$ cat src/qcbad_pkg.sv
package qcbad_pkg;

  // Field widths of one input word and one result word
  localparam int SAMPLE_W = 12;
  localparam int AVG_W    = 13;
  localparam int DIFF_W   = 14;
  localparam int CFG_W    = 11;
  localparam int NUM_CH   = 4;

  // Sample scale 3.3/2.55 taken as 22/17
  localparam int SCALE_NUM = 22;
  localparam int SCALE_DEN = 17;

  // Channel order inside a word
  localparam int CH_FR = 0;
  localparam int CH_FL = 1;
  localparam int CH_BR = 2;
  localparam int CH_BL = 3;

  typedef enum logic {
    OP_SCALE,
    OP_AVERAGE
  } lane_op_t;

  typedef struct packed {
    logic     start;
    lane_op_t op;
  } lane_ctrl_t;

  typedef struct packed {
    logic busy;
    logic done;
  } lane_stat_t;

endpackage

$ cat src/quad_channel_block_average_diff_core.sv
// Four-channel block averager. Each input word carries one reading per channel
// (front right, front left, back right, back left); every reading is scaled by
// 22/17 (truncating) and added to its channel total. When the count of words
// reaches window_length, one result word goes out with the four truncated
// averages and the signed left-minus-right differences for the front and back
// pairs, and totals and count start over. Each channel has its own lane. The
// 22/17 scaling is a multiply by a fixed reciprocal and a shift, so a word is
// scaled and added to its total in the cycle it is accepted; the next word
// is taken once the control has passed its scale state and returned to idle.
// At a window end each lane runs a restoring divider that yields one quotient
// bit per cycle over DW bits (DW = 24 with default parameters) to form
// total / window_length; the word that closes a window keeps the input closed
// through the averaging pass and the hand-off to the output register.
// The output register lets the next windows run while a result waits to be
// taken; the block only stalls at a window end if the previous result is still
// unread. A window_length write of 0 is stored as 1, a write above MAX_WINDOW
// as MAX_WINDOW; shortening the window mid-run closes it on the next word.
module quad_channel_block_average_diff_core
  import qcbad_pkg::*;
#(
  parameter int MAX_WINDOW  = 1024,
  parameter int SAMPLE_BITS = 12
) (
  input  logic                             clk,
  input  logic                             rst_n,
  // cfg_data: window_length
  input  logic                             cfg_valid,
  output logic                             cfg_ready,
  input  logic [CFG_W-1:0]                 cfg_data,
  // in_tdata: front_right_sample, front_left_sample, back_right_sample,
  //           back_left_sample (12 bits each, lowest first)
  input  logic                             in_tvalid,
  output logic                             in_tready,
  input  logic [NUM_CH*SAMPLE_W-1:0]       in_tdata,
  // out_tdata: front_right_average, front_left_average, back_right_average,
  //            back_left_average (13 bits each), front_difference,
  //            back_difference (14 bits signed each), lowest first
  output logic                             out_tvalid,
  input  logic                             out_tready,
  output logic [NUM_CH*AVG_W+2*DIFF_W-1:0] out_tdata
);

  // Window storage covers the reset value 16 even for a small MAX_WINDOW
  localparam int WIN_MAX_L  = (MAX_WINDOW > 16) ? MAX_WINDOW : 16;
  localparam int WIN_W      = $clog2(WIN_MAX_L + 1);
  localparam int DVW        = (WIN_W > 5) ? WIN_W : 5;
  localparam int TOT_W      = SAMPLE_BITS + 1 + WIN_W;
  localparam int DW_A       = (TOT_W > SAMPLE_BITS + 5) ? TOT_W : SAMPLE_BITS + 5;
  localparam int DW         = (DW_A > DIFF_W) ? DW_A : DIFF_W;
  localparam logic [WIN_W-1:0] WIN_RESET = WIN_W'(16);

  typedef enum logic [1:0] {
    S_IDLE,
    S_SCALE,
    S_AVG,
    S_PUSH
  } state_t;

  state_t           state_r;
  logic [WIN_W-1:0] win_r;
  logic [WIN_W-1:0] win_nxt;
  logic [WIN_W-1:0] cnt_r;

  lane_ctrl_t       lane_ctrl;
  lane_stat_t       lane_stat [NUM_CH];
  logic [DW-1:0]    lane_quot [NUM_CH];
  logic             all_done;
  logic             in_accept;
  logic             window_hit;
  logic             merge_ready;
  logic             capture;

  // Clamp the written window length into 1..MAX_WINDOW
  always_comb begin
    if (cfg_data == '0) begin
      win_nxt = WIN_W'(1);
    end else if (32'(cfg_data) > 32'(MAX_WINDOW)) begin
      win_nxt = WIN_W'(MAX_WINDOW);
    end else begin
      win_nxt = WIN_W'(cfg_data);
    end
  end

  assign cfg_ready  = 1'b1;
  assign in_tready  = (state_r == S_IDLE);
  assign in_accept  = in_tvalid && in_tready;
  assign window_hit = (cnt_r >= win_r);

  always_comb begin
    all_done = 1'b1;
    for (int i = 0; i < NUM_CH; i++) begin
      all_done = all_done && lane_stat[i].done && !lane_stat[i].busy;
    end
  end

  // Scale and accumulate an accepted word, start the averaging pass at a window end
  always_comb begin
    lane_ctrl.start = in_accept || ((state_r == S_SCALE) && all_done && window_hit);
    lane_ctrl.op    = in_accept ? OP_SCALE : OP_AVERAGE;
  end

  assign capture = (state_r == S_PUSH) && merge_ready;

  always_ff @(posedge clk) begin
    if (!rst_n) begin
      state_r <= S_IDLE;
      win_r   <= WIN_RESET;
      cnt_r   <= '0;
    end else begin
      if (cfg_valid && cfg_ready) begin
        win_r <= win_nxt;
      end
      case (state_r)
        S_IDLE: begin
          if (in_accept) begin
            cnt_r   <= cnt_r + 1'b1;
            state_r <= S_SCALE;
          end
        end
        S_SCALE: begin
          if (all_done) begin
            if (window_hit) begin
              cnt_r   <= '0;
              state_r <= S_AVG;
            end else begin
              state_r <= S_IDLE;
            end
          end
        end
        S_AVG: begin
          if (all_done) begin
            state_r <= S_PUSH;
          end
        end
        S_PUSH: begin
          // hold the quotients in the lanes until the output register frees up
          if (merge_ready) begin
            state_r <= S_IDLE;
          end
        end
        default: begin
          state_r <= S_IDLE;
        end
      endcase
    end
  end

  for (genvar g = 0; g < NUM_CH; g++) begin : g_lane
    qcbad_lane #(
      .SAMPLE_BITS(SAMPLE_BITS),
      .DW         (DW),
      .DVW        (DVW),
      .TOT_W      (TOT_W)
    ) u_lane (
      .clk     (clk),
      .rst_n   (rst_n),
      .ctrl    (lane_ctrl),
      .sample  (in_tdata[g*SAMPLE_W +: SAMPLE_W]),
      .window  (DVW'(win_r)),
      .stat    (lane_stat[g]),
      .quotient(lane_quot[g])
    );
  end

  qcbad_merge #(
    .SAMPLE_BITS(SAMPLE_BITS),
    .DW         (DW)
  ) u_merge (
    .clk       (clk),
    .rst_n     (rst_n),
    .capture   (capture),
    .quot      (lane_quot),
    .ready     (merge_ready),
    .out_tvalid(out_tvalid),
    .out_tready(out_tready),
    .out_tdata (out_tdata)
  );

endmodule

$ cat src/qcbad_lane.sv
module qcbad_lane
  import qcbad_pkg::*;
#(
  parameter int SAMPLE_BITS = 12,
  parameter int DW          = 24,
  parameter int DVW         = 11,
  parameter int TOT_W       = 24
) (
  input  logic                clk,
  input  logic                rst_n,
  input  lane_ctrl_t          ctrl,
  input  logic [SAMPLE_W-1:0] sample,
  input  logic [DVW-1:0]      window,
  output lane_stat_t          stat,
  output logic [DW-1:0]       quotient
);

  localparam int SCALED_W = SAMPLE_BITS + 1;
  localparam int STEP_W   = $clog2(DW);
  // floor(raw * 22 / 17) as (raw * 22 * M) >> RECIP_SH with M = ceil(2^RECIP_SH / 17);
  // exact for every raw * 22 below 2^(SAMPLE_BITS + 5)
  localparam int     RECIP_SH = SAMPLE_BITS + 10;
  localparam longint RECIP_M  = ((longint'(1) << RECIP_SH) + SCALE_DEN - 1) / SCALE_DEN;
  localparam int     PROD_W   = 2 * SAMPLE_BITS + 15;
  localparam logic [PROD_W-1:0] SCALE_MUL = PROD_W'(longint'(SCALE_NUM) * RECIP_M);

  logic [15:0]            sample_ext;
  logic [SAMPLE_BITS-1:0] raw;
  logic [PROD_W-1:0]      scale_prod;
  logic [SCALED_W-1:0]    scaled;

  logic                   busy_r;
  logic                   done_r;
  logic [STEP_W-1:0]      step_r;
  logic [DVW-1:0]         den_r;
  logic [DVW-1:0]         rem_r;
  logic [DW-1:0]          quo_r;
  logic [TOT_W-1:0]       total_r;

  logic [DVW:0]           trial;
  logic                   q_bit;
  logic [DVW-1:0]         rem_nxt;
  logic [DW-1:0]          quo_nxt;
  logic                   last_step;

  // Drop sample bits above SAMPLE_BITS, then scale by the fixed reciprocal
  assign sample_ext = 16'(sample);
  assign raw        = sample_ext[SAMPLE_BITS-1:0];
  assign scale_prod = PROD_W'(raw) * SCALE_MUL;
  assign scaled     = scale_prod[RECIP_SH +: SCALED_W];

  // One restoring divide step: shift in the next dividend bit, subtract if it fits
  always_comb begin
    trial = {rem_r, quo_r[DW-1]};
    q_bit = (trial >= {1'b0, den_r});
    if (q_bit) begin
      rem_nxt = DVW'(trial - {1'b0, den_r});
    end else begin
      rem_nxt = trial[DVW-1:0];
    end
    quo_nxt = {quo_r[DW-2:0], q_bit};
  end

  assign last_step = (step_r == STEP_W'(DW - 1));

  always_ff @(posedge clk) begin
    if (!rst_n) begin
      busy_r  <= 1'b0;
      done_r  <= 1'b0;
      total_r <= '0;
    end else begin
      done_r <= 1'b0;
      if (ctrl.start) begin
        if (ctrl.op == OP_SCALE) begin
          // scale and accumulate in the accepting cycle
          done_r  <= 1'b1;
          total_r <= total_r + TOT_W'(scaled);
        end else begin
          busy_r <= 1'b1;
          step_r <= '0;
          rem_r  <= '0;
          quo_r  <= DW'(total_r);
          den_r  <= window;
        end
      end else if (busy_r) begin
        rem_r  <= rem_nxt;
        quo_r  <= quo_nxt;
        step_r <= step_r + 1'b1;
        if (last_step) begin
          busy_r  <= 1'b0;
          done_r  <= 1'b1;
          // clear once the average is out
          total_r <= '0;
        end
      end
    end
  end

  assign stat.busy = busy_r;
  assign stat.done = done_r;
  assign quotient  = quo_r;

endmodule

$ cat src/qcbad_merge.sv
module qcbad_merge
  import qcbad_pkg::*;
#(
  parameter int SAMPLE_BITS = 12,
  parameter int DW          = 24
) (
  input  logic                                 clk,
  input  logic                                 rst_n,
  input  logic                                 capture,
  input  logic [DW-1:0]                        quot [NUM_CH],
  output logic                                 ready,
  output logic                                 out_tvalid,
  input  logic                                 out_tready,
  output logic [NUM_CH*AVG_W+2*DIFF_W-1:0]     out_tdata
);

  localparam int        AVG_MAX_I = ((2 ** SAMPLE_BITS - 1) * SCALE_NUM) / SCALE_DEN;
  localparam logic [DW-1:0] AVG_MAX = DW'(AVG_MAX_I);
  localparam int        OUT_W     = NUM_CH * AVG_W + 2 * DIFF_W;

  logic [DW-1:0]    sat [NUM_CH];
  logic [DW-1:0]    front_diff;
  logic [DW-1:0]    back_diff;
  logic [OUT_W-1:0] data_nxt;
  logic [OUT_W-1:0] data_r;
  logic             valid_r;

  // Clamp averages that only a shortened window can push past full scale
  always_comb begin
    for (int i = 0; i < NUM_CH; i++) begin
      sat[i] = (quot[i] > AVG_MAX) ? AVG_MAX : quot[i];
    end
    front_diff = sat[CH_FL] - sat[CH_FR];
    back_diff  = sat[CH_BL] - sat[CH_BR];
    data_nxt   = {back_diff[DIFF_W-1:0], front_diff[DIFF_W-1:0],
                  sat[CH_BL][AVG_W-1:0], sat[CH_BR][AVG_W-1:0],
                  sat[CH_FL][AVG_W-1:0], sat[CH_FR][AVG_W-1:0]};
  end

  assign ready = !valid_r || out_tready;

  always_ff @(posedge clk) begin
    if (!rst_n) begin
      valid_r <= 1'b0;
    end else begin
      if (capture) begin
        valid_r <= 1'b1;
        data_r  <= data_nxt;
      end else if (out_tready) begin
        valid_r <= 1'b0;
      end
    end
  end

  assign out_tvalid = valid_r;
  assign out_tdata  = data_r;

endmodule

$ cat config.mk
export PLATFORM = sky130hd
export DESIGN_NAME = quad_channel_block_average_diff_core
export DESIGN_NICKNAME = d
export VERILOG_FILES = /design/src/qcbad_pkg.sv /design/src/quad_channel_block_average_diff_core.sv /design/src/qcbad_lane.sv /design/src/qcbad_merge.sv
export SDC_FILE = /design/constraint.sdc
export NUM_CORES = 2
export LEC_CHECK = 0
export BUFFER_PORTS_ARGS = -buffer_cell sky130_fd_sc_hd__buf_2
export CAP_MARGIN = 20
export CORE_MARGIN = 4
export CORE_UTILIZATION = 45
export DETAILED_ROUTE_END_ITERATION = 16
export HOLD_SLACK_MARGIN = 0.08
export PLACE_DENSITY = 0.62
export SETUP_SLACK_MARGIN = 0.4
export SLEW_MARGIN = 20
export SYNTH_ARGS = -nofsm -noshare
export SYNTH_HDL_FRONTEND = slang
export SYNTH_SLANG_ARGS = --single-unit
$ cat constraint.sdc
create_clock -name clk -period 9.6 [get_ports clk]
set_input_delay 1.44 -clock clk [delete_from_list [all_inputs] [get_ports clk]]
set_output_delay 1.44 -clock clk [all_outputs]
set_load 0.02 [all_outputs]
== Word-level counts from Yosys, hierarchy flattened ==
Cells that the tools add are included.

* Add/sub/neg operators: 15
* $mul: 4
* Div/mod/pow operators: 0
* $lt $le $gt $ge: 10
* Equal/unequal tests: 14
* Shift-type cells: 0
* Multiplexer cells: 94
* Bitwise operators: 1
* Reductions and logical operators: 42

{| class="wikitable"
|+ Operators by type and width
! cell !! count
|-
| $mux 24 || 28
|-
| $mux 11 || 18
|-
| $mul 12x20->32 const B || 4
|-
| $add 24x13->24 || 4
|-
| $gt 24x13->1 const B || 4
|-
| $mux 14 || 4
|-
| $ge 12x11->1 || 4
|-
| $mux 5 || 9
|-
| $sub 11x11->11 || 4
|-
| $mux 1 || 28
|-
| $sub 14x14->14 || 2
|-
| $reduce_and 3->1 || 9
|-
| $pmux 11 s2 || 1
|-
| $add 5x1->5 const B || 4
|-
| $eq 5x5->1 const B || 4
|-
| $reduce_bool 2->1 || 10
|-
| $ne 2x2->1 const B || 6
|-
| $add 11x1->11 const B || 1
|-
| $ge 11x11->1 || 1
|-
| $gt 11x11->1 const B || 1
|-
| $logic_and 1x1->1 || 11
|-
| $logic_not 11->1 || 1
|-
| $mux 2 || 5
|-
| $pmux 2 s4 || 1
|-
| 9 further kinds || 16
|}

* Register bits: 380
* Bits in latches: 0
* Bits in writable memories: 0
* Memory bits (read-only): 0
* Input port bits: 64
* Output and inout port bits: 83
* Word-level logic and storage cells: 210
* Memories kept: 0

== Depth between registers and ports, before layout ==
* Depth after elaboration: 13
* Depth in mapped cells: 28

== By module ==
From an unflattened synthesis, not the netlist that was laid out.

* Cells, all modules: 3911
* Area, all modules: 38521.9 um^2

{| class="wikitable"
|+ By module, submodules not included
! module !! times used !! cells each !! area an instance (um^2) !! sequential area each (um^2)
|-
| qcbad_lane (g_lane[2].u_lane) || 1 || 835 || 8186.6 || 2052.0
|-
| qcbad_lane (g_lane[0].u_lane) || 1 || 831 || 8156.6 || 2052.0
|-
| qcbad_lane (g_lane[3].u_lane) || 1 || 813 || 8036.5 || 2052.0
|-
| qcbad_lane (g_lane[1].u_lane) || 1 || 831 || 8023.9 || 2052.0
|-
| qcbad_merge || 1 || 414 || 4611.9 || 2422.3
|-
| quad_channel_block_average_diff_core || 1 || 187 || 1506.4 || 480.5
|}

== Worst setup path after synthesis ==
OpenSTA, ideal clock, no wires.

* Path type: input to register
* From: input port rst_n
* To: register u_merge.data_r[0], in the netlist u_merge.out_tdata[0], enable pin
* Setup time: 0.633 ns
* Data arrival time: 7.984 ns
* Data required time: 8.967 ns
* Setup slack: 0.983 ns
* Cell stages on the path: 4
* Buffers on the path: 2
* Cells stage by stage: clkbuf_1 > clkinv_1 > clkbuf_1 > nor3b_1

* Word-level cells in the longest chain between the ends: 1

{| class="wikitable"
|+ RTL lines
! item !! RTL line !! source
|-
| start, declared || quad_channel_block_average_diff_core.sv:25 || <nowiki>input logic rst_n,</nowiki>
|-
| $reduce_and 2->1 (no line) || - ||
|-
| end signal, assigned || qcbad_merge.sv:48 || <nowiki>data_r <= data_nxt;</nowiki>
|-
| end, declared || qcbad_merge.sv:25 || <nowiki>logic [OUT_W-1:0] data_r;</nowiki>
|}

No other way between the ends.
A chain may end at the register's enable or synchronous reset.

== Worst setup path after layout ==
* From: input port in_tdata[22]
* To: register g_lane[1].u_lane.total_r[20]

* Word-level cells in the longest chain between the ends: 4

{| class="wikitable"
|+ RTL lines
! item !! RTL line !! source
|-
| start, declared || quad_channel_block_average_diff_core.sv:34 || <nowiki>input logic [NUM_CH*SAMPLE_W-1:0] in_tdata,</nowiki>
|-
| $mul 12x20->32 || qcbad_lane.sv:49 || <nowiki>assign scale_prod = PROD_W'(raw) * SCALE_MUL;</nowiki>
|-
| $add 24x13->24 || qcbad_lane.sv:77 || <nowiki>total_r <= total_r + TOT_W'(scaled);</nowiki>
|-
| $mux 24 || qcbad_lane.sv:74 || <nowiki>if (ctrl.op == OP_SCALE) begin</nowiki>
|-
| $mux 24 || qcbad_lane.sv:73 || <nowiki>if (ctrl.start) begin</nowiki>
|-
| end signal, assigned || qcbad_lane.sv:77 ||
|-
| end, declared || qcbad_lane.sv:38 || <nowiki>logic [TOT_W-1:0] total_r;</nowiki>
|}

No other way between the ends. The select of a mux whose other input is x is not followed.

==> metrics.log <==
[metrics] result of the run: completed
[metrics] Fin Clk Skew: ~0.031 ns
[metrics] final hold violation count: 0
[metrics] Hold Path Sink: g_lane[2].u_lane.den_r[2]
[metrics] first-pass GRT wire length: ~130,000 um
[metrics] Post-Syn Area per Cell: approximately 9.4 um2
[metrics] slowest stage cell on the critical path: sky130_fd_sc_hd__fa_1
[metrics] max cap viols: 0
[metrics] final critical-path required period: 7.96 ns
[metrics] standard cell core area: 76,500 um2
[metrics] most common flop cell mapped by yosys: sky130_fd_sc_hd__edfxtp_1
[metrics] number of antenna violations at the first check in global routing: 2
[metrics] number of distinct library cells after synthesis: 80
[metrics] share of async-settable or async-resettable flops after synthesis: 0%
[metrics] pin count of the biggest net entering global routing: slightly above 90
[metrics] cell count after synthesis: roughly 3,700
[metrics] routed len/inst: approximately 16 um
[metrics] mean number of vias per cell: between 5 and 6
[metrics] Worst Path Class, Setup: input pin to flop
[metrics] GP Congestion: between 0.9 and 1
[metrics] number of endpoints failing setup at the final stage: 0
[metrics] post-route worst setup slack: ~1.6 ns
[metrics] floorplan row count: 101
[metrics] Die Span X: between 200 and 300 um
[metrics] dominant combinational cell family by area after synthesis: adder cells
[metrics] commonest cells after routing, fill and taps aside: sky130_fd_sc_hd__inv_1, sky130_fd_sc_hd__ha_1, sky130_fd_sc_hd__nand2_1
[metrics] type of element launching the critical path: input pin
[metrics] unrepaired setup endpoints after global routing: no
[metrics] share of synthesized area occupied by flip-flops and latches: about 29%
[metrics] clock slew seen by the registers of the worst setup and hold paths: about 0.06 ns
[metrics] clock latency at the later pin of the worst-skew pair: between 0.5 and 0.6 ns
[metrics] Port Buf Inserts: ~150
[metrics] number of nets still failing antenna checks after routing: 0
[metrics] worst setup slack before clock tree synthesis: approximately 0.96 ns
[metrics] leading cell type in the layout, fill and taps excluded: sky130_fd_sc_hd__inv_1
[metrics] class of the tightest hold or removal check: flop to flop
[metrics] Worst slew margin: between 20 and 30%
[metrics] Worst setup EP type: flop
[metrics] flop2flop setup slack: ~5.4 ns
[metrics] worst reg2reg path startpoint: g_lane[2].u_lane.quotient[2]
[metrics] multiplexer fraction of the synthesized cell area: ~1.1%
[metrics] portion of the clock cycle consumed by the worst path in the final layout: between 80% and 90%
[metrics] Via Count: 25,400
[metrics] sum of overflow across all layers after global routing: 0
[metrics] fraction of synthesized cell area in xor and xnor cells: around 3.6%
[metrics] timing-limited maximum frequency: between 100 and 150 MHz
[metrics] maximum single-stage delay on the critical path: 0.55 ns
[metrics] proportion of layout cells with a drive suffix above 1: under 10%
[metrics] Post CTS Setup Buffer Count: 0
[metrics] Slew Limit Fails: 0
[metrics] number of detailed-routing iterations run before antenna repair: 5
[metrics] Post-Synth Adder-Cell Area: approximately a third
[metrics] clock root cell: sky130_fd_sc_hd__clkbuf_16
[metrics] number of flip-flops and latches in the synthesized netlist: 380
[metrics] post-synthesis simple-gate area fraction: 13.9%
[metrics] launch instance of the worst min-delay path: win_r[2]
[metrics] endpoint required time on the critical path: between 10 and 15 ns
[metrics] Starting Density: 45.7%
[metrics] Reg2Reg Depth: 16
[metrics] TritonCTS clock tree: yes
[metrics] # IOs: ~150
[metrics] post-synthesis net count: between 4,000 and 5,000
[metrics] die height: 287 um
[metrics] number of synthesized flops with an enable pin: roughly 250
[metrics] gr usage total: between 10% and 20%
[metrics] worst-case clock buffer depth: 3
[metrics] vias in the first global route: 25,000
[metrics] post-synthesis compound-gate area fraction: 10.6%
[metrics] antenna fix cells: 0
[metrics] area of the mapped netlist: between 30,000 and 40,000 um2
[metrics] capturing point of the worst reg2reg path: u_merge.out_tdata[76]
[metrics] DRC violation total after the first TritonRoute iteration: approximately 1,200
[metrics] largest fanout on the critical path: 6
[metrics] total die area: 82,200 um2
[metrics] Total Negative Setup Slacks: 0 ns
[metrics] hold buffer count at cts: 0
[metrics] DRC errors left: 0
[metrics] data arrival time of the worst path: ~8.5 ns
[metrics] number of gates given a new drive strength after cts: 0
[metrics] number of warnings issued by yosys: 0
[metrics] worst hold slack: between 0.4 and 0.5 ns
[metrics] leakage component of the power: between 15 and 20 nW
[metrics] Final Core Density: about 50%
[metrics] total clock sinks: 380
[metrics] Final Routed Wirelength: ~80,000 um
[metrics] power density cells: ~250 nW/um2
[metrics] slew at the pin with the worst max-slew slack: 1.06 ns
[metrics] worst vdd ir: about 180 uV
[metrics] number of H-tree branching levels: 2
[metrics] Net count, final: roughly 4,700
[metrics] cell depth of the worst hold path: 0
[metrics] post-detailed-placement half-perimeter wirelength: approximately 64,000 um
[metrics] area growth from synthesis to layout: 9.65%
[metrics] CTS Buf Count: 42
Yosys cell counts (31+ instances only):
master                     instances  share of area [%]
sky130_fd_sc_hd__a21o_1           35               0.75
sky130_fd_sc_hd__a21oi_1         172                2.5
sky130_fd_sc_hd__and3_1           31               0.55
sky130_fd_sc_hd__clkbuf_1         51               0.55
sky130_fd_sc_hd__dfxtp_1         129                7.4
sky130_fd_sc_hd__edfxtp_1        251                 22
sky130_fd_sc_hd__fa_1            262                 15
sky130_fd_sc_hd__ha_1            518                 19
sky130_fd_sc_hd__inv_1           698                7.5
sky130_fd_sc_hd__mux2i_1          37                1.1
sky130_fd_sc_hd__nand2_1         389                4.2
sky130_fd_sc_hd__nand3_1          91                1.3
sky130_fd_sc_hd__nor2_1          232                2.5
sky130_fd_sc_hd__nor2b_1          48               0.86
sky130_fd_sc_hd__nor3_1           60               0.86
sky130_fd_sc_hd__o21ai_0         115                1.6
sky130_fd_sc_hd__xnor2_1          82                2.1
sky130_fd_sc_hd__xor2_1           60                1.5
area by class of cell:
type,instances,area [um2]
Fill cell,7103,38100
Multi-Input combinational cell,2573,21900
Sequential cell,380,10100
Inverter,699,2620
Tap cell,1030,1290
Clock buffer,53,1140
Timing Repair Buffer,162,853
Clock inverter,25,353
how the worst max path moves through the flow:
stage                                         to         start  cells past startpoint
global route        g_lane[1].u_lane.total_r[18]  in_tdata[22]                     27
detailed placement  g_lane[2].u_lane.total_r[19]  in_tdata[33]                     27
global placement    g_lane[2].u_lane.total_r[21]  in_tdata[33]                     27
CTS                 g_lane[2].u_lane.total_r[19]  in_tdata[33]                     27
finish              g_lane[1].u_lane.total_r[20]  in_tdata[22]                     27
floorplan                   u_merge.out_tdata[0]         rst_n                      4
sequential cells by signal, summed over array words and instances (netlist names), named ones only:
register,flops
g_lane.u_lane.total_r,96
g_lane.u_lane.busy_r,4
u_merge.out_tdata,80
state_r,1
g_lane.u_lane.done_r,4
g_lane.u_lane.den_r,11
win_r,11
g_lane.u_lane.step_r,20
g_lane.u_lane.quotient,96
g_lane.u_lane.rem_r,44
cnt_r,11
u_merge.out_tvalid,1
report_power, final:
part           total, mW  leakage (nW)  switching (mW)  internal [mW]
sequential          1.89          3.31          0.0741           1.81
combinational       5.83          14.2            3.27           2.56
clock               1.76         0.732           0.692           1.07
total               9.48          18.3            4.04           5.43
critical path, delay by kind of cell:
| kind | cells | cell delay [ns] |
|---|---|---|
| adders and majority gates | 7 | 3.06 |
| and+or+nand+nor | 3 | 1.05 |
| AOI/OAI and AO/OA | 12 | 2.47 |
| buffers and inverters | 5 | 0.45 |
cells by family after synthesis:
family,after synthesis
xor+xnor,142
fa+ha+maj,781
other cells,1
compound gates,573
flops,380
mux,38
buf+inv,775
simple gates,1038
metal layers:
metal  global-route usage (%)  vias to the layer above  wire [um]
met3                     2.34                       94       3140
met5                        0                        -         27
li1                         -                    12800          -
met1                     27.7                    12200      38200
met2                     31.9                      400      37000
met4                     4.54                        4       1630
per-stage QoR:
stage	instance area [um2]	power (mW)	std cells
final	38300	9.48	4922
after global routing	38300	10.5	4922
after CTS	38300	9.55	4922
after detailed placement	36800	7.74	4844
after global placement	36800	7.67	4844
after floorplan	34900	6.52	3728
Power figures use the tool's default switching activity.
